### src/design/rti_pkg.sv
// Package: widths, coordinate vector types and pipeline payload structs for the ray/triangle test.
package rti_pkg;

  localparam int CoordBits = 16;
  localparam int InW       = 3 * CoordBits;
  localparam int DifW      = CoordBits + 1;
  localparam int HW        = 2 * CoordBits + 2;
  localparam int QW        = 2 * CoordBits + 3;
  localparam int FW        = 3 * CoordBits + 6;
  localparam int CfgW      = 32;
  localparam int LoW       = FW / 2;
  localparam int HiW       = FW - LoW;
  localparam int DistFrac  = 16;
  localparam int ProdW     = FW + CfgW;
  localparam int AddrW     = 3;
  localparam int Latency   = 8;

  typedef enum logic {
    REG_THRESHOLD = 1'b0,
    REG_MIN_DIST  = 1'b1
  } reg_idx_e;

  typedef struct packed {
    logic signed [CoordBits-1:0] z;
    logic signed [CoordBits-1:0] y;
    logic signed [CoordBits-1:0] x;
  } crd_t;

  typedef struct packed {
    logic signed [DifW-1:0] z;
    logic signed [DifW-1:0] y;
    logic signed [DifW-1:0] x;
  } dif_t;

  typedef struct packed {
    logic signed [HW-1:0] z;
    logic signed [HW-1:0] y;
    logic signed [HW-1:0] x;
  } hv_t;

  typedef struct packed {
    logic signed [QW-1:0] z;
    logic signed [QW-1:0] y;
    logic signed [QW-1:0] x;
  } qv_t;

  typedef struct packed {
    crd_t dir;
    dif_t e1;
    dif_t e2;
    dif_t s;
    hv_t  h;
    qv_t  q;
  } geo_t;

  typedef struct packed {
    logic signed [FW-1:0] det;
    logic signed [FW-1:0] nu;
    logic signed [FW-1:0] nv;
    logic signed [FW-1:0] nt;
  } dot_t;

  typedef struct packed {
    logic [CfgW-1:0] thr;
    logic [CfgW-1:0] min_dist;
  } cfg_t;

  function automatic dif_t vsub(crd_t a, crd_t b);
    dif_t r;
    r.x = DifW'(a.x) - DifW'(b.x);
    r.y = DifW'(a.y) - DifW'(b.y);
    r.z = DifW'(a.z) - DifW'(b.z);
    return r;
  endfunction

endpackage

### src/design/rti_cfg.sv
// Configuration registers behind the APB-style port.
module rti_cfg (
  input  logic                      clk_i,
  input  logic                      rst_ni,
  input  logic                      psel,
  input  logic                      penable,
  input  logic                      pwrite,
  input  logic [rti_pkg::AddrW-1:0] paddr,
  input  logic [rti_pkg::CfgW-1:0]  pwdata,
  output logic [rti_pkg::CfgW-1:0]  prdata,
  output logic                      pready,
  output rti_pkg::cfg_t             cfg_o
);
  import rti_pkg::*;

  logic [CfgW-1:0] thr_q, thr_d;
  logic [CfgW-1:0] md_q, md_d;
  logic            wr_en;
  reg_idx_e        idx;

  assign pready = 1'b1;
  assign wr_en  = psel && penable && pwrite;
  assign idx    = reg_idx_e'(paddr[2]);

  always_comb begin
    thr_d = thr_q;
    md_d  = md_q;
    if (wr_en) begin
      case (idx)
        REG_THRESHOLD: thr_d = pwdata;
        REG_MIN_DIST:  md_d  = pwdata;
        default: ;
      endcase
    end
  end

  always_ff @(posedge clk_i or negedge rst_ni) begin
    if (!rst_ni) begin
      thr_q <= CfgW'(17);
      md_q  <= CfgW'(1);
    end else begin
      thr_q <= thr_d;
      md_q  <= md_d;
    end
  end

  always_comb begin
    case (idx)
      REG_THRESHOLD: prdata = thr_q;
      REG_MIN_DIST:  prdata = md_q;
      default:       prdata = thr_q;
    endcase
  end

  assign cfg_o.thr      = thr_q;
  assign cfg_o.min_dist = md_q;

endmodule

### config.mk
export PLATFORM = sky130hd
export DESIGN_NAME = rti_cfg
export DESIGN_NICKNAME = d
export VERILOG_FILES = /design/src/design/rti_pkg.sv /design/src/design/rti_cfg.sv
export SDC_FILE = /design/constraint.sdc
export NUM_CORES = 1
export LEC_CHECK = 0
export ABC_AREA = 1
export BUFFER_PORTS_ARGS = -buffer_cell sky130_fd_sc_hd__buf_2
export CORE_MARGIN = 3
export CORE_UTILIZATION = 51
export DETAILED_ROUTE_END_ITERATION = 12
export PLACE_DENSITY = 0.86
export SLEW_MARGIN = 15
export SYNTH_ARGS = -nofsm -noshare
export SYNTH_HDL_FRONTEND = slang
export SYNTH_SLANG_ARGS = --single-unit
### constraint.sdc
create_clock -name clk_i -period 2.8 [get_ports clk_i]
set_clock_uncertainty 0.2 [all_clocks]
set_input_delay 0.84 -clock clk_i [delete_from_list [all_inputs] [get_ports clk_i]]
set_output_delay 0.84 -clock clk_i [all_outputs]
set_load 0.005 [all_outputs]
# After elaboration in Yosys (flattened, before gate mapping)
# Index checks and enable logic that the tools add are counted.
[word_totals]
reg_bits = 64
word_cells = 8
in_bits = 40
[classes]
n_reduce_logical = 4
bitwise_logic = 1
muxes = 1
[op_table]
columns = ["cell", "n"]
rows = [
  ["$pmux W32 S2", 1],
  ["$reduce_and A2 Y1", 2],
  ["$logic_and A1 B1 Y1", 2],
  ["$not A1 Y1", 1],
]

# Logic depth before layout (Yosys ltp)
[logic_depth]
ltp_word = 3
ltp_mapped = 5
mapped_depth_nobuf = 4

# Worst setup path before layout
# OpenSTA, ideal clock, no wires.
[synth_path]
path_type = "input to output"
from = "input paddr[2] (netlist bit)"
to = "output prdata[0] (netlist bit)"
stages = 5
setup_slack_ns = 0.371
t_arrival_ns = 1.389
cell_sequence = "inv_1 -> buf_2 -> buf_2 -> nand2_1 -> nand2_1"
[synth_between]
elab_chain_cells = 2
[synth_rtl]
columns = ["item", "line", "source"]
rows = [
  ["from (decl)", "rti_cfg.sv:8", "input logic [rti_pkg::AddrW-1:0] paddr,"],
  ["$not A1 Y1 (no source line)", "n/a", ""],
  ["$pmux W32 S2 (*)", "rti_cfg.sv:48", "case (idx)"],
  ["to (decl)", "rti_cfg.sv:10", "output logic [rti_pkg::CfgW-1:0] prdata,"],
]
# Every way passes the cells marked *; elsewhere a longest branch is shown, timed or not.

# Worst setup path in the final report
[layout_path]
from = "input paddr[2] (netlist bit)"
to = "output prdata[24] (netlist bit)"
# Same word-level chain as after synthesis.

==> run summary <==
Layout
- finished layout cell area: 3860 um^2
- count of nets after finishing: 552
- storage element area: 1610 um^2
- FILL cells: 502
- antenna cell count: 0
- multi-input gate area in the final layout: 1190 um^2
- area growth from synthesis to layout: 27.8%
- Post-Layout Cell Count: 589
- fraction of final layout cells sized beyond drive strength 1: 0.313
- utilization after layout: 0.689

Placed design
- number of placed instances with taps included: 573
- Port Buffer Count: 133
- post-place instance area: 3680 um^2
- placer's final routability congestion estimate: 0.795
- Detail Placement HPWL: 5220 um

Critical path
- critical-path cell list: buf_2 > buf_12 > nand2_1 > nand2_1 > buf_2
- worst path required time: 1760 ps
- setup slack of the worst register-to-register path: 1880 ps
- startpoint kind of the worst setup timing path: input port
- category of the most critical setup path: in -> out
- Crit-path slowest cell: sky130_fd_sc_hd__buf_12
- largest incremental delay on the critical path: 280 ps
- CP Max Fanout: 63
- worst path arrival time: 1570 ps
- crit path capture type: output port

GRT
- number of antenna violations at the first check in global routing: 0
- met3 Usage GRT: 0.0486
- met1 Resource Use GR: 0.277
- vias in the first global route: 2777
- pin count of the biggest net entering global routing: 64
- grt total ovfl: 0
- GRT Total Usage: 0.228
- first-pass GRT wire length: 12900 um
- global routing's busiest layer: met2
- met2 global-route usage: 0.390

Clock network
- buffers from clock root to sink, at most: 2
- TritonCTS clock tree: yes
- post_cts resized: 0
- Root Buffer: sky130_fd_sc_hd__clkbuf_8
- hold-fix buffer count after cts: 0
- maximum level of the CTS H-tree: 3
- register clock-pin slew on the reported worst setup and hold paths: 60 ps
- Setup Buffers After CTS: 0
- worst skew pair latency: 320 ps
- CTS buffer count: 9
- CTS sink count: 64

Die
- starting density of the core: 0.539
- Boundary Pins: 137
- die area: 6880 um^2
- x dimension of the die: 83.0 um
- standard-cell rows: 27
- Chip Height: 83.0 um
- core area: 5610 um^2

Routing
- detailed router's first-iteration violation count: 152
- DR vias/cell: 5.05
- number of detailed-routing iterations run before antenna repair: 4
- Post-DRT Antenna Nets: 0
- drt drc: 0
- overall via count from detail_route: 2973
- wire length per cell after detailed routing: 13.0 um
- wirelength, routed: 7680 um

Synth
- dominant register cell in the synthesized netlist: sky130_fd_sc_hd__dfrtp_1
- top post-synthesis cells by area: sky130_fd_sc_hd__dfrtp_1, sky130_fd_sc_hd__nand2_1, sky130_fd_sc_hd__nand3_1, sky130_fd_sc_hd__buf_6, sky130_fd_sc_hd__dfstp_2
- post-synthesis async set-or-reset flop share: 1.00
- share of synthesized area occupied by flip-flops and latches: 0.531
- most numerous cell in the Yosys netlist: sky130_fd_sc_hd__nand2_1
- post-synthesis area per instance: 7.83 um^2
- synthesized net count: 426
- Yosys top cell area share: 0.505
- Post-Syn Instances: 386
- Synth Register Bits: 64
- Netlist cell types: 14
- leading area contributor after synthesis: sky130_fd_sc_hd__dfrtp_1
- cell area after synthesis: 3020 um^2
- Yosys warnings: 0
- EDFF count, synth: 0
- most common library cells after synthesis: sky130_fd_sc_hd__nand2_1, sky130_fd_sc_hd__nand3_1, sky130_fd_sc_hd__dfrtp_1

Timing
- number of max-slew violations in the final report: 0
- Setup TNS: 0 ps
- final hold viol count: 0
- time the final worst path needs with I/O delays and setup: 2610 ps
- slew at the pin closest to its max-slew limit: 632 ps
- achievable clock frequency: 383 MHz
- setup violation total in the final timing report: 0
- final critical-path share of the clock period: 0.932
- Max-slew headroom: 0.579
- RSZ-0062 raised after global routing: false

Power and ir drop
- total power draw: 2.61 mW
- worst supply voltage drop on vdd: 0.405 mV
- total leakage power: 2.36 nW
- pwr dens: 677 nW/um^2

Status
- result of the run: completed

Job
- max cap viols: 0

Worst hold path
- type of the most critical hold path: reg -> reg

[path summary, 6_finish.rpt]
| path | from | to | cells after the start |
|---|---|---|---|
| worst min register to register | md_q[0]$_DFFE_PN1P_ | md_q[0]$_DFFE_PN1P_ | 2 |
| worst min-delay path | md_q[0]$_DFFE_PN1P_ | md_q[0]$_DFFE_PN1P_ | 2 |
| min in group asynchronous | rst_ni | thr_q[28]$_DFFE_PN0P_ | 1 |
| worst max register to register | thr_q[0]$_DFFE_PN1P_ | thr_q[0]$_DFFE_PN1P_ | 2 |
| max in group asynchronous | rst_ni | thr_q[14]$_DFFE_PN0P_ | 2 |
| worst max-delay path | paddr[2] | prdata[24] | 5 |
[registers in the layout, indices dropped and copies added, names as in the netlist]
signal  flops
thr_q      32
md_q       32
[metrics by stage]
stage                     hold slack [ps]  setup slack, ps
after floorplan                       259              371
after CTS                             277              185
after detailed placement              267              185
after global placement                263              198
final                                 277              189
after global routing                  289              124
[worst max-delay path: cells and delay by family]
kind          cells  cell delay (ps)
buf+inv           3              540
simple gates      2              170
[layer usage]
| metal | wire length, um | vias up |
|---|---|---|
| li1 | - | 1462 |
| met1 | 3040 | 1389 |
| met2 | 3990 | 106 |
| met3 | 478 | 16 |
| met4 | 171 | 0 |
| met5 | 0 | - |
[final cells by class]
| cell class | instances | share of cell area |
|---|---|---|
| Sequential cell | 64 | 0.416 |
| Multi-Input combinational cell | 293 | 0.309 |
| Timing Repair Buffer | 142 | 0.203 |
| Clock buffer | 12 | 0.0350 |
| Tap cell | 72 | 0.0233 |
| Clock inverter | 4 | 0.0117 |
| Inverter | 2 | 0.00194 |
[report_power, final]
group | leakage (nW) | switching, mW | internal [mW] | total, mW
registers | 0.799 | 0.139 | 1.11 | 1.24
logic | 1.47 | 0.327 | 0.304 | 0.631
clock network | 0.0941 | 0.330 | 0.408 | 0.738
[cells by family (layout without fill, tap and decap cells)]
kind of cell  count (synthesis)  in the layout  synth area share
other cells                   1              1           0.00124
simple gates                292            292             0.394
buf+inv                      29            160            0.0733
flops                        64             64             0.531
[cell usage in the layout, fill, tap and decap left out]
cell type / netlist / routed
sky130_fd_sc_hd__clkbuf_1: 4 / 3
sky130_fd_sc_hd__inv_2: 1 / 2
sky130_fd_sc_hd__clkbuf_8: 0 / 9
sky130_fd_sc_hd__nand3_1: 64 / 64
sky130_fd_sc_hd__buf_4: 1 / 5
sky130_fd_sc_hd__bufinv_16: 0 / 1
sky130_fd_sc_hd__nor2_4: 1 / 1
sky130_fd_sc_hd__dfstp_2: 3 / 3
sky130_fd_sc_hd__nand4_1: 2 / 2
sky130_fd_sc_hd__nand2_1: 224 / 224
sky130_fd_sc_hd__dfrtp_1: 61 / 61
sky130_fd_sc_hd__clkinv_2: 0 / 3
sky130_fd_sc_hd__nand2_2: 1 / 1
sky130_fd_sc_hd__conb_1: 1 / 1
sky130_fd_sc_hd__buf_2: 9 / 133
sky130_fd_sc_hd__buf_12: 0 / 4
No activity file was read; power rests on OpenSTA's default activity.
